==> src/hw/rtl/int8_mac_requant_unit_top_assert.svh <==
// Assertion macros shared by the int8 MAC and requantization unit.
`ifndef INT8_MAC_REQUANT_UNIT_TOP_ASSERT_SVH
`define INT8_MAC_REQUANT_UNIT_TOP_ASSERT_SVH
`ifndef NO_ASSERTIONS
`define IMRU_ASSERT_ALWAYS(lbl, ck, rn, cond) \
    lbl: assert property (@(posedge ck) disable iff (!rn) (cond)) \
        else $error("assertion failed");
`define IMRU_ASSERT_IMPL(lbl, ck, rn, ante, cons) \
    lbl: assert property (@(posedge ck) disable iff (!rn) (ante) |-> (cons)) \
        else $error("assertion failed");
`define IMRU_ASSERT_NEXT(lbl, ck, rn, ante, cons) \
    lbl: assert property (@(posedge ck) disable iff (!rn) (ante) |=> (cons)) \
        else $error("assertion failed");
`else
`define IMRU_ASSERT_ALWAYS(lbl, ck, rn, cond)
`define IMRU_ASSERT_IMPL(lbl, ck, rn, ante, cons)
`define IMRU_ASSERT_NEXT(lbl, ck, rn, ante, cons)
`endif
`endif

==> src/hw/rtl/imru_pkg.sv <==
// Shared types and constants of the int8 MAC and requantization unit.
package imru_pkg;

    localparam int WORD_W    = 32;
    localparam int NUM_LANES = 4;
    localparam int LANE_W    = 18;

    localparam logic [3:0] OP_MAC     = 4'd0;
    localparam logic [3:0] OP_CLRACC  = 4'd1;
    localparam logic [3:0] OP_PUSH    = 4'd2;
    localparam logic [3:0] OP_BUFMAC  = 4'd3;
    localparam logic [3:0] OP_CLRBUF  = 4'd4;
    localparam logic [3:0] OP_REQUANT = 4'd5;
    localparam logic [3:0] OP_ADD     = 4'd6;
    localparam logic [3:0] OP_SUB     = 4'd7;
    localparam logic [3:0] OP_MUL     = 4'd8;

    localparam logic [2:0] CFG_INPUT_OFFSET  = 3'd0;
    localparam logic [2:0] CFG_BIAS          = 3'd1;
    localparam logic [2:0] CFG_MULTIPLIER    = 3'd2;
    localparam logic [2:0] CFG_SHIFT         = 3'd3;
    localparam logic [2:0] CFG_OUTPUT_OFFSET = 3'd4;
    localparam logic [2:0] CFG_ACT_MIN       = 3'd5;
    localparam logic [2:0] CFG_ACT_MAX       = 3'd6;

    typedef logic signed [LANE_W-1:0] lane_prod_t;

    typedef struct packed {
        logic              push;
        logic              take;
        logic              clear;
        logic [WORD_W-1:0] wdata;
    } store_cmd_t;

endpackage

==> src/hw/rtl/imru_lane.sv <==
// One dot-product lane: signed byte times offset-adjusted signed byte.
module imru_lane
(
    input  logic [7:0]          a_byte,
    input  logic [7:0]          b_byte,
    input  logic signed [8:0]   offset,
    output imru_pkg::lane_prod_t product
);

    logic signed [9:0] b_adj;

    assign b_adj   = {{2{b_byte[7]}}, b_byte} + {offset[8], offset};
    assign product = $signed(a_byte) * b_adj;

endmodule

==> config.mk <==
export PLATFORM = sky130hd
export DESIGN_NAME = imru_lane
export DESIGN_NICKNAME = d
export VERILOG_FILES = /design/src/hw/rtl/int8_mac_requant_unit_top_assert.svh /design/src/hw/rtl/imru_pkg.sv /design/src/hw/rtl/imru_lane.sv
export SDC_FILE = /design/constraint.sdc
export NUM_CORES = 1
export LEC_CHECK = 0
export ABC_CLOCK_PERIOD_IN_PS = 7400
export BUFFER_PORTS_ARGS = -buffer_cell sky130_fd_sc_hd__buf_2
export CAP_MARGIN = 20
export CELL_PAD_IN_SITES_DETAIL_PLACEMENT = 0
export CELL_PAD_IN_SITES_GLOBAL_PLACEMENT = 1
export CORE_ASPECT_RATIO = 1.1
export CORE_MARGIN = 2
export CORE_UTILIZATION = 40
export DETAILED_ROUTE_END_ITERATION = 12
export PLACE_DENSITY_LB_ADDON = 0.25
export SLEW_MARGIN = 25
export SYNTH_ARGS = -nofsm -noshare
export SYNTH_HDL_FRONTEND = slang
export SYNTH_SLANG_ARGS = --single-unit
==> constraint.sdc <==
create_clock -name vclk -period 7.4
set_input_delay 0 -clock vclk [all_inputs]
set_output_delay 0 -clock vclk [all_outputs]
set_load 0.02 [all_outputs]
==> impl_metrics.env <==
export IMPL_synth_top_area_share_pct=31.0
export IMPL_die_area_um2=10200
export IMPL_cp_start_kind="input pin"
export IMPL_slowest_stage="o41ai_4"
export IMPL_num_vias=2912
export IMPL_hp_class="input pin to output port"
export IMPL_grt_max_degree=20
export IMPL_wire_per_inst_um=12.5
export IMPL_place_inst=593
export IMPL_cp_top_family="adder cells"
export IMPL_cts_setup_buffers=0
export IMPL_worst_path_most_repeated_cell="fa_1"
export IMPL_wl_um=7440
export IMPL_grt_pass1_wl_um=13900
export IMPL_die_x_um=96.3
export IMPL_path_cells="buf_2, ha_1, inv_1, fa_1, nor2b_1, o21ai_1, a21boi_1, o21a_1, o41ai_4, mux2i_1, fa_1, fa_1, fa_1, inv_1, fa_1, inv_1, ha_1, or3_1, o2111ai_1, or4b_2, o311ai_0, buf_2"
export IMPL_tns_ps=0
export IMPL_crit_required_ps=7400
export IMPL_grt_pass1_vias=3134
export IMPL_first_iter_violations=76
export IMPL_fmax_ghz=0.165
export IMPL_cp_max_fo=8
export IMPL_dp_hpwl_um=6600
export IMPL_synth_avg_cell_area_um2=8.40
export IMPL_io_buffers=43
export IMPL_synth_top_cells_by_area="fa_1 31%, ha_1 18%, inv_1 9.6%"
export IMPL_critical_path_class="input pin to output port"
export IMPL_synth_largest_area_cell="fa_1"
export IMPL_hold_viol_final=0
export IMPL_slew_headroom_pct=49.4
export IMPL_antenna_cells=0
export IMPL_fp_row_count=37
export IMPL_ctsHoldBuffers=0
export IMPL_antenna_found_initial=0
export IMPL_worst_pin_slew_ps=740
export IMPL_max_cap_violations=0
export IMPL_drtAntennaViolNets=0
export IMPL_syn_num_nets=582
export IMPL_multi_input_area_um2=3330
export IMPL_postCtsResizedCells=0
export IMPL_track_usage_pct=16.7
export IMPL_vias_per_cell=4.91
export IMPL_final_cells=593
export IMPL_end_kind="output port"
export IMPL_nets=614
export IMPL_outcome="complete, no violations"
export IMPL_setup_viol=0
export IMPL_arrival_ps=6050
export IMPL_fin_crit_sh_pct=81.7
export IMPL_worstPathBufferInverterCount=5
export IMPL_slew_violations=0
export IMPL_synth_cells=446
export IMPL_synth_area_um2=3750
export IMPL_fin_crit_ps=6050
export IMPL_yosys_warnings=0
export IMPL_ys_seq_area_share_pct=0
export IMPL_drc=0
export IMPL_rsz0062_at_grt="no"
export IMPL_drive_above_1_share_pct=12.0
export IMPL_fillers=974
export IMPL_slowest_delay_ps=610
export IMPL_ys_types=50
export IMPL_gr_total_overflow=0
export IMPL_die_h_um=106
export IMPL_drt_pass1_iterations=4
export IMPL_core_area_um2=9210
export IMPL_nClkBuffers=0
export IMPL_ios=43
export IMPL_syn_to_final_growth_pct=8.01
export IMPL_place_congestion=0.796
export IMPL_start_util_pct=40.7
export IMPL_n_sequential_cell=0
export IMPL_seqCellArea_um2=0
[cells by family (layout without fill, tap and decap cells)]
group	Yosys count	in the layout	share of synthesized area (%)
AND/OR/NAND/NOR	127	127	18.4
buffers and inverters	109	139	11.3
AO/OA/AOI/OAI	62	62	12.1
multiplexers	8	8	2.17
XOR/XNOR	29	29	7.38
adder cells (fa/ha/maj)	111	111	48.7
[tightest hold or removal path, cell delays in order]
cell    delay [ps]
buf_2          180
and2_1         160
buf_2          150
[final timing paths]
check | slack, ps | depth (start not counted) | startpoint | endpoint
max | 1350 | 22 | offset[0] | product[14]
min | 490 | 3 | a_byte[0] | product[0]
[cell usage after synthesis (7+ instances only)]
cell type	number
xnor2_1	21
a21oi_1	18
nor2_1	19
nand2_1	23
nand2b_1	12
fa_1	58
ha_1	53
o21ai_0	7
a21o_1	7
nor2b_1	10
and2_1	36
mux2i_1	7
inv_1	96
clkbuf_1	10
[per-layer routing]
metal	up-vias	track usage, %	routed length (um)
li1	1469	-	-
met4	0	0.816	47
met3	4	0.143	91
met5	-	0	0
met1	1420	20.6	3250
met2	19	33.2	4050
[cell type report]
type / count / area share, %
multi-input combinational: 337 / 82.2
inverter: 96 / 8.90
timing repair buffer: 43 / 5.32
tap: 117 / 3.62
[stage by stage]
stage / hold WS (ps) / utilization [%] / setup WS, ps / instance area (um^2)
2_1_floorplan: 351 / - / 1950 / 3750
3_5_place_dp: 491 / 43.9 / 1330 / 4050
6_report: 486 / 43.9 / 1350 / 4050
3_3_place_gp: 491 / 43.9 / 1410 / 4050
5_1_grt: 526 / 43.9 / 914 / 4050
4_1_cts: 491 / 43.9 / 1320 / 4050
[cell usage in the layout (no fill, tap or decap), types with 3 or more instances in the layout]
cell      Yosys  final
fa_1         58     58
or3_1         3      3
o21ai_0       7      7
and3_1        5      5
xnor2_1      21     21
mux2i_1       7      7
ha_1         53     53
nand3_1       6      6
inv_1        96     96
o21a_1        6      6
a21oi_1      18     18
a21o_1        7      7
nor2b_1      10     10
nand2_1      23     23
nor3_1        6      6
and2_1       36     36
xor2_1        5      5
buf_2         1     43
nand2b_1     12     12
a211oi_1      3      3
nor2_1       19     19
Power is left out: the tool's default activity adds up to more than one toggle a clock period on the data nets, which glitch-free logic cannot reach.
