===== src/hw/rtl/int8_mac_requant_unit_top_assert.svh =====
// Assertion macros shared by the int8 MAC and requantization unit.
`ifndef INT8_MAC_REQUANT_UNIT_TOP_ASSERT_SVH
`define INT8_MAC_REQUANT_UNIT_TOP_ASSERT_SVH
`ifndef NO_ASSERTIONS
`define IMRU_ASSERT_ALWAYS(lbl, ck, rn, cond) \
    lbl: assert property (@(posedge ck) disable iff (!rn) (cond)) \
        else $error("assertion failed");
`define IMRU_ASSERT_IMPL(lbl, ck, rn, ante, cons) \
    lbl: assert property (@(posedge ck) disable iff (!rn) (ante) |-> (cons)) \
        else $error("assertion failed");
`define IMRU_ASSERT_NEXT(lbl, ck, rn, ante, cons) \
    lbl: assert property (@(posedge ck) disable iff (!rn) (ante) |=> (cons)) \
        else $error("assertion failed");
`else
`define IMRU_ASSERT_ALWAYS(lbl, ck, rn, cond)
`define IMRU_ASSERT_IMPL(lbl, ck, rn, ante, cons)
`define IMRU_ASSERT_NEXT(lbl, ck, rn, ante, cons)
`endif
`endif


===== src/hw/rtl/imru_requant.sv =====
// Two-stage requantizer: registered Q31 product, then rounding, offset and clamp.
module imru_requant
(
    input  logic               clk,
    input  logic               start,
    input  logic [31:0]        acc,
    input  logic [31:0]        bias,
    input  logic [31:0]        multiplier,
    input  logic signed [5:0]  shift,
    input  logic signed [15:0] out_offset,
    input  logic signed [15:0] act_min,
    input  logic signed [15:0] act_max,
    output logic [31:0]        result
);

    logic [31:0]        sum;
    logic [4:0]         left;
    logic [31:0]        shifted;
    logic signed [63:0] prod;
    logic signed [63:0] prod_reg;
    logic               sat_reg;
    logic signed [63:0] nudged;
    logic signed [63:0] quot;
    logic [31:0]        scaled;
    logic [5:0]         neg_shift;
    logic [4:0]         right;
    logic [31:0]        mask;
    logic [31:0]        rem;
    logic [31:0]        thr;
    logic signed [31:0] rounded;
    logic signed [31:0] res;

    assign sum     = acc + bias;
    assign left    = (shift > 6'sd0) ? shift[4:0] : 5'd0;
    assign shifted = sum << left;
    assign prod    = $signed(shifted) * $signed(multiplier);

    always_ff @(posedge clk)
    begin
        if (start)
        begin
            prod_reg <= prod;
            sat_reg  <= (shifted == 32'h8000_0000) && (multiplier == 32'h8000_0000);
        end
    end

    // Doubling high multiply: nudge, then divide by 2^31 truncating toward zero.
    always_comb
    begin
        nudged = prod_reg + ((prod_reg >= 64'sd0) ? 64'sh4000_0000 : -64'sh3FFF_FFFF);
        quot   = nudged >>> 31;
        if (nudged < 64'sd0 && nudged[30:0] != '0)
        begin
            quot = quot + 64'sd1;
        end
        scaled = sat_reg ? 32'h7FFF_FFFF : quot[31:0];
    end

    // Rounding right shift, capped at 31 places, then output offset and clamp.
    always_comb
    begin
        neg_shift = 6'd0 - shift;
        if (shift > 6'sd0)
        begin
            right = 5'd0;
        end
        else if (neg_shift > 6'd31)
        begin
            right = 5'd31;
        end
        else
        begin
            right = neg_shift[4:0];
        end
        mask    = (32'd1 << right) - 32'd1;
        rem     = scaled & mask;
        thr     = (mask >> 1) + {31'd0, scaled[31]};
        rounded = ($signed(scaled) >>> right) + ((rem > thr) ? 32'sd1 : 32'sd0);
        res     = rounded + {{16{out_offset[15]}}, out_offset};
        if (res < $signed({{16{act_min[15]}}, act_min}))
        begin
            res = {{16{act_min[15]}}, act_min};
        end
        if (res > $signed({{16{act_max[15]}}, act_max}))
        begin
            res = {{16{act_max[15]}}, act_max};
        end
        result = res;
    end

endmodule


===== config.mk =====
export PLATFORM = sky130hd
export DESIGN_NAME = imru_requant
export DESIGN_NICKNAME = d
export VERILOG_FILES = /design/src/hw/rtl/int8_mac_requant_unit_top_assert.svh /design/src/hw/rtl/imru_requant.sv
export SDC_FILE = /design/constraint.sdc
export NUM_CORES = 2
export LEC_CHECK = 0
export BUFFER_PORTS_ARGS = -buffer_cell sky130_fd_sc_hd__buf_2
export CORE_MARGIN = 3
export CORE_UTILIZATION = 39
export DETAILED_ROUTE_END_ITERATION = 10
export GPL_ROUTABILITY_DRIVEN = 0
export PLACE_DENSITY = 0.54
export SKIP_LAST_GASP = 1
export SYNTH_ARGS = -nofsm -noshare
export SYNTH_HDL_FRONTEND = slang
export SYNTH_SLANG_ARGS = --single-unit

===== constraint.sdc =====
create_clock -name clk -period 28.8 [get_ports clk]
set_input_delay 5.76 -clock clk [delete_from_list [all_inputs] [get_ports clk]]
set_output_delay 5.76 -clock clk [all_outputs]
set_load 0.01 [all_outputs]

==> reports/results.tsv <==
metric	value	unit
outcome	finished, final reports clean	
nets	7845	
synth_nets	7887	
syn-cell-area	52610	µm²
cp-start-kind	input port	
postPlaceCellArea	55350	µm²
numCtsBuffers	9	
routed_via_density	5.455	
maxCapViolations	0	
cp_slowest_cell	or4_1	
clock_path_buffers	2	
antenna_found_initial	9	
clockRootBuffer	clkbuf_16	
hold_violations	0	
route.detailed.drc	0	
final_util	41.65	%
clock-sinks	65	
rsz0062_at_grt	false	
max_stage_delay	0.57	ns
antenna_left	0	
core-area	133600	µm²
final_area	55660	µm²
synth.ff_latch_count	65	
synth-edff-count	65	
routed_wl	167.7	mm
max-slew-margin-rel	21.45	%
grt_pass1_wl	267.4	mm
start_util	39.37	%
rows	134	
finalCriticalPeriod	27.35	ns
cp.required	23.04	ns
finalSetupViolCount	0	
cts.clk_slew.worst_paths	0.06	ns
h-tree-depth	3	
fin_crit_sh	94.97	%
ys.flop_type	edfxtp_1	
setup_tns	0	ns
mostFrequentLayoutCell	inv_1	
critPathMostFrequentCell	o21ai_0	
numPortBuffers	183	
drt_iter0_drc	3598	
syn_inst	6271	
layout_common_cells	inv_1 (1181), fa_1 (1085), nand2_1 (984)	
worstSetupEndpointType	output pin	
die_area	139300	µm²
cts_tree	built	
synth_area_per_cell	8.389	µm²
critical_path_class	input port to output pin	
hold_path.class	input port to flop	
io_pins	184	
grt-ovfl-total	0	
ys_types	109	
fp.dieH	373.3	µm
yosysWarnings	0	
grt_util_all_layers	24.34	%
syn2layout_area_growth	5.803	%
drive_gt1_share	7.042	%
async_reset_ff_share	0	%
first_pass_iters	6	
cp_max_fo	32	
fmax	36.56	MHz
final_max_slew_viol_count	0	
hpwl	132.5	mm
die_w	373.3	µm
seq_area_frac_synth	3.710	%
worst_slew_pin_slew	1.178	ns
cp.arrival	21.59	ns
vias	43683	
largest_reg_flops	64	
grt_pass1_vias	46171	
post_drt_wl_per_cell	20.94	µm
grt_max_degree	65	
## metal layers
metal | track usage [%] | routed length [µm] | vias up
met2 | 39.69 | 76320 | 1584
met3 | 3.418 | 11840 | 273
met1 | 33.26 | 72860 | 21978
li1 | - | - | 19844
met5 | 0 | 37 | -
met4 | 8.263 | 6621 | 4
## synth_stat cells, types with 11 or more instances
cell type,instances,area (µm²)
inv_1,1181,4433
fa_1,1085,21720
nand2_1,985,3697
ha_1,379,4742
clkbuf_1,308,1156
nor2_1,244,915.9
a21oi_1,243,1216
and2_1,207,1295
o21ai_0,186,930.9
xnor2_1,129,1130
and3_1,97,606.8
nand3_1,90,450.4
a21o_1,86,645.6
xor2_1,73,639.4
nor3_1,67,335.3
edfxtp_1,65,1952
nand4_1,63,394.1
mux2i_1,59,590.6
nand2b_1,59,369.1
a31oi_1,48,300.3
nor2b_1,43,269.0
o21a_1,43,322.8
a211oi_1,40,300.3
mux2_2,38,427.9
o31ai_1,33,247.7
or3_1,27,168.9
nor4_1,26,162.7
o211ai_1,23,172.7
or2_2,23,143.9
o21bai_1,17,127.6
and4_1,16,140.1
a211o_1,13,113.9
or4_1,12,90.09
a21boi_0,11,82.58
a22oi_1,11,82.58
buf_1,11,41.29
o221ai_1,11,96.34
## metrics by stage
step / worst slack [ns] / cells / hold WS [ns]
after detailed placement: 1.563 / 7986 / 6.121
after global placement: 1.917 / 7986 / 6.113
final: 1.450 / 8008 / 5.745
after floorplan: 3.241 / 6271 / 5.873
after global routing: 0.02492 / 8003 / 5.733
after CTS: 1.539 / 8002 / 5.734
## final cells by class
type / count / area, µm²
antenna: 6 / 15.01
clock buffer: 9 / 225.2
clock inverter: 7 / 70.07
fill: 13565 / 77970
inverter: 1182 / 4441
multi-input combinational: 4697 / 45150
sequential: 65 / 1952
tap: 1768 / 2212
timing repair buffer: 274 / 1599
## worst max-delay path: cells and delay by family
family / cells / cell delay, ns
and+or+nand+nor: 28 / 5.07
AOI/OAI and AO/OA: 27 / 5.33
muxes: 2 / 0.70
buffers and inverters: 7 / 1.67
xor gates and xnor gates: 4 / 0.88
adders and majority gates: 7 / 2.16
## what timing repair did
item | CTS | global route
gates resized for setup | 0 | 1
setup endpoints to repair | 0 | 18
buffers inserted | 0 | 0
hold buffers | 0 | 0
## final timing paths
check | startpoint | end | slack (ns) | cells after the start
max | shift[2] | result[31] | 1.45 | 75
min | start | prod_reg[19] | 5.75 | 1
## kinds of logic (layout without fill, tap and decap cells)
family,Yosys count,in the layout,share of synthesized area [%]
buf+inv,1509,1472,10.81
other cells,2,8,0.01428
fa+ha+maj,1464,1464,50.30
mux,99,99,1.991
compound gates,918,918,11.59
flops,65,65,3.710
xor+xnor,202,202,3.363
simple gates,2012,2012,18.22
Power is left out: the tool's default activity adds up to more than one toggle a clock period on the data nets, which glitch-free logic cannot reach.
