`src/hw/rtl/int8_mac_requant_unit_top_assert.svh`:
```
// Assertion macros shared by the int8 MAC and requantization unit.
`ifndef INT8_MAC_REQUANT_UNIT_TOP_ASSERT_SVH
`define INT8_MAC_REQUANT_UNIT_TOP_ASSERT_SVH
`ifndef NO_ASSERTIONS
`define IMRU_ASSERT_ALWAYS(lbl, ck, rn, cond) \
    lbl: assert property (@(posedge ck) disable iff (!rn) (cond)) \
        else $error("assertion failed");
`define IMRU_ASSERT_IMPL(lbl, ck, rn, ante, cons) \
    lbl: assert property (@(posedge ck) disable iff (!rn) (ante) |-> (cons)) \
        else $error("assertion failed");
`define IMRU_ASSERT_NEXT(lbl, ck, rn, ante, cons) \
    lbl: assert property (@(posedge ck) disable iff (!rn) (ante) |=> (cons)) \
        else $error("assertion failed");
`else
`define IMRU_ASSERT_ALWAYS(lbl, ck, rn, cond)
`define IMRU_ASSERT_IMPL(lbl, ck, rn, ante, cons)
`define IMRU_ASSERT_NEXT(lbl, ck, rn, ante, cons)
`endif
`endif

```
`src/hw/rtl/imru_pkg.sv`:
```
// Shared types and constants of the int8 MAC and requantization unit.
package imru_pkg;

    localparam int WORD_W    = 32;
    localparam int NUM_LANES = 4;
    localparam int LANE_W    = 18;

    localparam logic [3:0] OP_MAC     = 4'd0;
    localparam logic [3:0] OP_CLRACC  = 4'd1;
    localparam logic [3:0] OP_PUSH    = 4'd2;
    localparam logic [3:0] OP_BUFMAC  = 4'd3;
    localparam logic [3:0] OP_CLRBUF  = 4'd4;
    localparam logic [3:0] OP_REQUANT = 4'd5;
    localparam logic [3:0] OP_ADD     = 4'd6;
    localparam logic [3:0] OP_SUB     = 4'd7;
    localparam logic [3:0] OP_MUL     = 4'd8;

    localparam logic [2:0] CFG_INPUT_OFFSET  = 3'd0;
    localparam logic [2:0] CFG_BIAS          = 3'd1;
    localparam logic [2:0] CFG_MULTIPLIER    = 3'd2;
    localparam logic [2:0] CFG_SHIFT         = 3'd3;
    localparam logic [2:0] CFG_OUTPUT_OFFSET = 3'd4;
    localparam logic [2:0] CFG_ACT_MIN       = 3'd5;
    localparam logic [2:0] CFG_ACT_MAX       = 3'd6;

    typedef logic signed [LANE_W-1:0] lane_prod_t;

    typedef struct packed {
        logic              push;
        logic              take;
        logic              clear;
        logic [WORD_W-1:0] wdata;
    } store_cmd_t;

endpackage

```
`src/hw/rtl/imru_merge.sv`:
```
// Merges the lane products and adds them to the accumulator.
module imru_merge
(
    input  logic [31:0]          acc,
    input  imru_pkg::lane_prod_t products [imru_pkg::NUM_LANES],
    output logic [31:0]          sum
);

    logic signed [imru_pkg::LANE_W+1:0] lane_sum;

    always_comb
    begin
        lane_sum = '0;
        for (int i = 0; i < imru_pkg::NUM_LANES; i++)
        begin
            lane_sum = lane_sum + {{2{products[i][imru_pkg::LANE_W-1]}}, products[i]};
        end
    end

    assign sum = acc + {{(32-imru_pkg::LANE_W-2){lane_sum[imru_pkg::LANE_W+1]}}, lane_sum};

endmodule

```
`config.mk`:
```
export PLATFORM = sky130hd
export DESIGN_NAME = imru_merge
export DESIGN_NICKNAME = d
export VERILOG_FILES = /design/src/hw/rtl/int8_mac_requant_unit_top_assert.svh /design/src/hw/rtl/imru_pkg.sv /design/src/hw/rtl/imru_merge.sv
export SDC_FILE = /design/constraint.sdc
export NUM_CORES = 1
export LEC_CHECK = 0
export BUFFER_PORTS_ARGS = -buffer_cell sky130_fd_sc_hd__buf_2
export CAP_MARGIN = 20
export CELL_PAD_IN_SITES_DETAIL_PLACEMENT = 1
export CELL_PAD_IN_SITES_GLOBAL_PLACEMENT = 2
export CORE_MARGIN = 8
export CORE_UTILIZATION = 31
export DETAILED_ROUTE_END_ITERATION = 7
export PLACE_DENSITY = 0.88
export SYNTH_ARGS = -nofsm -noshare
export SYNTH_HDL_FRONTEND = slang
export SYNTH_SLANG_ARGS = --single-unit
```
`constraint.sdc`:
```
create_clock -name vclk -period 8.8
set_input_delay 0.88 -clock vclk [all_inputs]
set_output_delay 0.88 -clock vclk [all_outputs]
set_load 0.01 [all_outputs]
```
==> out/results.ini, run 1 <==
[yosys]
synth_area_um2=3680
syn_inst=487
synth_warnings=0
seq_area_frac_synth=0
syn_nets=683
avgSynthCellArea_um2=7.56
synth_cell_types=49

[power_and_ir_drop]
powerDensity_nw_per_um2=461
leakagePower_nw=2.56
vdd_drop_max_mv=0.217

[cells_and_area]
nets=812
mostFrequentLayoutCells=buf_2, inv_1, ha_1
design.seq.count=0
post-route-cell-area_um2=4510
final_common_cell=buf_2
fill_cells=1540
area_delta_synth_final_pct=22.6
regArea_um2=0
drive_above_1_share=0.238
clockBufferCount=0

[worst_hold_path]
whs_path_depth=3
hp-class=input pin to output pin

[global_route]
grtUsageTotal=0.136
grt.overflow.total=0
grt_pass1_wl_um=18600
grt_start_max_net_pins=17
antenna_found_initial=3
grt_pass1_vias=4099

[detailed_routing]
post-route-drc-count=0
firstDrtPassIters=4
routed_wl_um=11000
routedWlPerCell_um=14.5
vias=3774
drt_iter0_drc=74
ant_nets=0
via_per_inst=4.95

[timing]
fmax_mhz=136
period_needed_ns=7.36
tightest_slew_ns=0.951
relSlewSlack=0.363
post-route-period-util=0.837
hold_viol=0
finalSetupViolCount=0
fin_hold_ws_ns=2.08
rsz0062_at_grt=no
drv_slew=0
tns_ns=0

[floorplanning]
core_area_um2=11800
start_util=0.312
die_x_um=125
rows=40
die_area_um2=15600
die_height_um=125
ios=136

[setup_path]
crit_path_top_delay_cell=xnor2_2
cp-start-kind=input pin
path_cells=buf_2, inv_1, fa_1, fa_1, inv_1, ha_1, fa_1, a211oi_1, o21ai_1, a21oi_1, o211a_1, o41ai_1, a21oi_1, xnor2_2, ha_1, a21o_1, a21o_1, a21o_1, a21o_1, a311o_1, o22ai_2, xnor2_1, buf_2
critPathRequiredTime_ns=7.92
cp_max_fo=16
arrival_ns=6.48
end_kind=output pin
slowest_delay_ns=0.75
worstSetupPathType=input pin to output pin
cpMostUsedCell=a21o_1

[place]
gp_congestion=0.831
post_dp_cell_area_um2=4510
portBuffers=136
dpl.hpwl_um=10100

[flow_run]
drv_cap=0

[clocking]
post-cts-setup-buffers=0
cts.hold.buffers_added=0
cts-resized-gates=0

[outcome]
status=finished clean

## cell families (layout without fill, tap and decap cells)
| group | Yosys count | in the layout | share of synthesized area |
|---|---|---|---|
| compound gates | 145 | 145 | 0.265 |
| xor+xnor | 49 | 49 | 0.119 |
| fa+ha+maj | 92 | 92 | 0.390 |
| buf+inv | 129 | 256 | 0.132 |
| other cells | 0 | 1 | 0 |
| simple gates | 72 | 72 | 0.0938 |
## layout make-up
type / instances / area [um2] / area share
multi-input cells: 358 / 3200 / 0.708
repair buffers: 136 / 681 / 0.151
inverters: 120 / 450 / 0.0998
well taps: 147 / 184 / 0.0408
diodes: 1 / 2.50 / 0.000554
## critical path: cells and delay by family
| family | cells | cell delay, ns |
|---|---|---|
| adders and majority gates | 5 | 1.80 |
| xor gates and xnor gates | 2 | 0.89 |
| AOI/OAI and AO/OA | 12 | 2.54 |
| buffers and inverters | 4 | 0.35 |
## Yosys cell counts (2+ instances only)
master	number	area, um2
a2111oi_0	2	17.5
a211oi_1	5	37.5
a211oi_2	2	25.0
a21boi_0	2	15.0
a21o_1	26	195
a21oi_1	43	215
a31oi_1	5	31.3
and2_1	2	12.5
and3_1	2	12.5
and4_1	2	17.5
clkbuf_1	8	30.0
fa_1	38	761
ha_1	54	676
inv_1	120	450
nand2_1	20	75.1
nand2b_1	2	12.5
nand3_1	13	65.1
nand4_1	4	25.0
nor2_1	16	60.1
nor3_1	4	20.0
nor4_1	2	12.5
o211ai_1	4	30.0
o21a_1	5	37.5
o21ai_0	23	115
o21ai_1	2	10.0
o21bai_1	6	45.0
o31ai_1	4	30.0
o41ai_1	2	17.5
or3_1	3	18.8
xnor2_1	32	280
xor2_1	16	140
## power breakdown
part	internal (mW)	switching, mW
clock	0.0000000152	0
sequential	0	0
combinational	0.877	1.20
## stage by stage
step	util	worst slack, ns	power (mW)	instances
detailed placement	0.382	1.47	2.10	761
CTS	0.382	1.45	2.11	761
finish	0.382	1.44	2.08	762
global placement	0.382	1.62	2.07	761
floorplan	-	2.33	1.45	487
global route	0.382	1.12	2.30	762
## path summary, 6_finish.rpt
check,from,endpoint
min,acc[0],sum[0]
max,products[1],sum[29]
## metal layers
layer / track usage / part of all wire / vias to the layer above
li1: - / - / 1883
met3: 0.0272 / 0.058 / 8
met1: 0.164 / 0.43 / 1789
met4: 0.00716 / 0.0065 / 4
met2: 0.252 / 0.50 / 90
met5: 0 / 0.0018 / -
Note: power is estimated with default switching activity, not from simulation.
==> inputs of run 2 (changes only) <==
- CORE_UTILIZATION: 31 -> 26
- PLACE_DENSITY: 0.88 -> 0.78
- clock period: 8.8 -> 5.95 ns (I/O delays scaled with it)
==> run 2 against run 1 <==
Largest cell class unchanged. Critical endpoint is now sum[28]. Sequential share of layout area is the same. Global-route usage up 0.97 points. Critical path depth unchanged. Critical path type unchanged. Via count grew 14%. Die area increased by 17%. Wire length increased by 28%.
==> out/results.ini, run 2 (synthesis gave the netlist of run 1 again) <==
[cells_and_area]
design.seq.count=0  ; unchanged
area_delta_synth_final_pct=67.4  ; was 22.6%
layout.cells.non_filler=923  ; was 762
drive_above_1_share=0.480  ; was 0.238
utilization=0.444  ; was 0.382
fill_cells=1724  ; was 1540
nets=941  ; was 812
multiInputGateArea_um2=3790  ; was 3200 um2
regArea_um2=0  ; unchanged
final_common_cell=buf_2  ; unchanged
clockBufferCount=0  ; unchanged
mostFrequentLayoutCells=buf_2, buf_4, inv_1  ; was buf_2, inv_1, ha_1
diodes=0  ; was 1

[place]
dp_slack_ns=-0.594  ; was 1.47 ns
gp_congestion=0.792  ; was 0.831
portBuffers=136  ; unchanged
placedCellCount=902  ; was 761
dpl.hpwl_um=11700  ; was 10100 um

[flow_run]
drv_cap=0  ; unchanged

[global_route]
grt.overflow.total=0  ; unchanged
grt_pass1_vias=4865  ; was 4099
grtUsageTotal=0.145  ; was 0.136
grt_start_max_net_pins=10  ; was 17
antenna_found_initial=1  ; was 3
grt_pass1_wl_um=22700  ; was 18600 um

[detailed_routing]
ant_nets=0  ; unchanged
firstDrtPassIters=4  ; unchanged
drt_iter0_drc=75  ; was 74
via_per_inst=4.64  ; was 4.95
vias=4286  ; was 3774
post-route-drc-count=0  ; unchanged
routedWlPerCell_um=15.3  ; was 14.5 um
routed_wl_um=14200  ; was 11000 um

[worst_hold_path]
hp-class=input pin to output pin  ; unchanged
min_from=acc[0]  ; unchanged

[floorplanning]
die_height_um=135  ; was 125 um
die_area_um2=18200  ; was 15600 um2
start_util=0.265  ; was 0.312
core_area_um2=13900  ; was 11800 um2
rows=43  ; was 40
ios=136  ; unchanged
die_x_um=135  ; was 125 um

[timing]
rsz0062_at_grt=yes  ; was no
setup_ws_ns=0.00431  ; was 1.44 ns
period_needed_ns=5.95
hold_viol=0  ; unchanged
fmax_mhz=168
post-route-period-util=0.999
fin_hold_ws_ns=1.52  ; was 2.08 ns
drv_slew=0  ; unchanged
tightest_slew_ns=0.420  ; was 0.951 ns
relSlewSlack=0.717  ; was 0.363
finalSetupViolCount=0  ; unchanged

[power_and_ir_drop]
vdd_drop_max_mv=0.343  ; was 0.217 mV
leakagePower_nw=3.27  ; was 2.56 nW
powerDensity_nw_per_um2=752  ; was 461 nW/um2

[setup_path]
critPathRequiredTime_ns=5.36  ; was 7.92 ns
cp-start-kind=input pin  ; unchanged
arrival_ns=5.35  ; was 6.48 ns
end_kind=output pin  ; unchanged
cp_max_fo=3  ; was 16
worstSetupPathType=input pin to output pin  ; unchanged
worstSetupStartpoint=products[2]  ; was products[1]

[outcome]
status=finished clean  ; unchanged

run 2: cell types whose count changed in the layout (fill, tap and decap cells not counted), sizes merged:
cell,before,now
buf,136,265
diode,1,0
run 2: timing repair:
item | in CTS | in global routing
pin swaps | 53 | 62
setup buffers | 11 | 11
hold buffers | 0 | 0
resized for setup | 73 | 53
setup endpoints to repair | 13 | 14
run 2: report_power, final:
| part | total (mW) | internal (mW) | switching, mW |
|---|---|---|---|
| sequential | 0 | 0 | 0 |
| combinational | 4.64 | 2.29 | 2.34 |
| clock | 0 | 0 | 0 |
| total | 4.64 | 2.29 | 2.34 |
run 2: worst max-delay path, stage by stage:
cell,delay (ns)
buf_6,0.07
inv_2,0.03
fa_1,0.50
fa_1,0.58
inv_2,0.06
ha_1,0.28
a21o_1,0.19
a21oi_4,0.16
o21ai_4,0.10
a211oi_4,0.30
o31ai_2,0.10
a21o_1,0.18
a21oi_2,0.16
xnor2_2,0.11
ha_1,0.33
a21o_1,0.20
a211oi_2,0.14
o211ai_1,0.20
a21o_1,0.26
a31o_4,0.24
a221oi_4,0.25
xnor2_1,0.15
buf_2,0.17
run 2: per-layer routing:
metal  track usage  wire [um]
met3        0.0156        582
met1         0.178       6160
met2         0.276       7250
met5             0         12
met4       0.00679        152
run 2: worst paths after layout:
check,to,slack [ns],depth (start not counted)
worst max-delay path,sum[28],0.004,23
worst min-delay path,sum[0],1.52,3
run 2: layout make-up:
type	instances	area share
timing repair buffer	265	0.276
inverter	120	0.0731
multi-input combinational	358	0.615
tap	180	0.0365
run 2: metrics by stage:
step                 TNS, ns  total power, mW  area, um2
floorplan                  0             2.15       3680
global placement       -2.51             3.82       5360
detailed placement     -3.73             3.87       5360
CTS                 -0.00680             4.30       5880
global route           -1.43             5.02       6160
finish                     0             4.64       6160
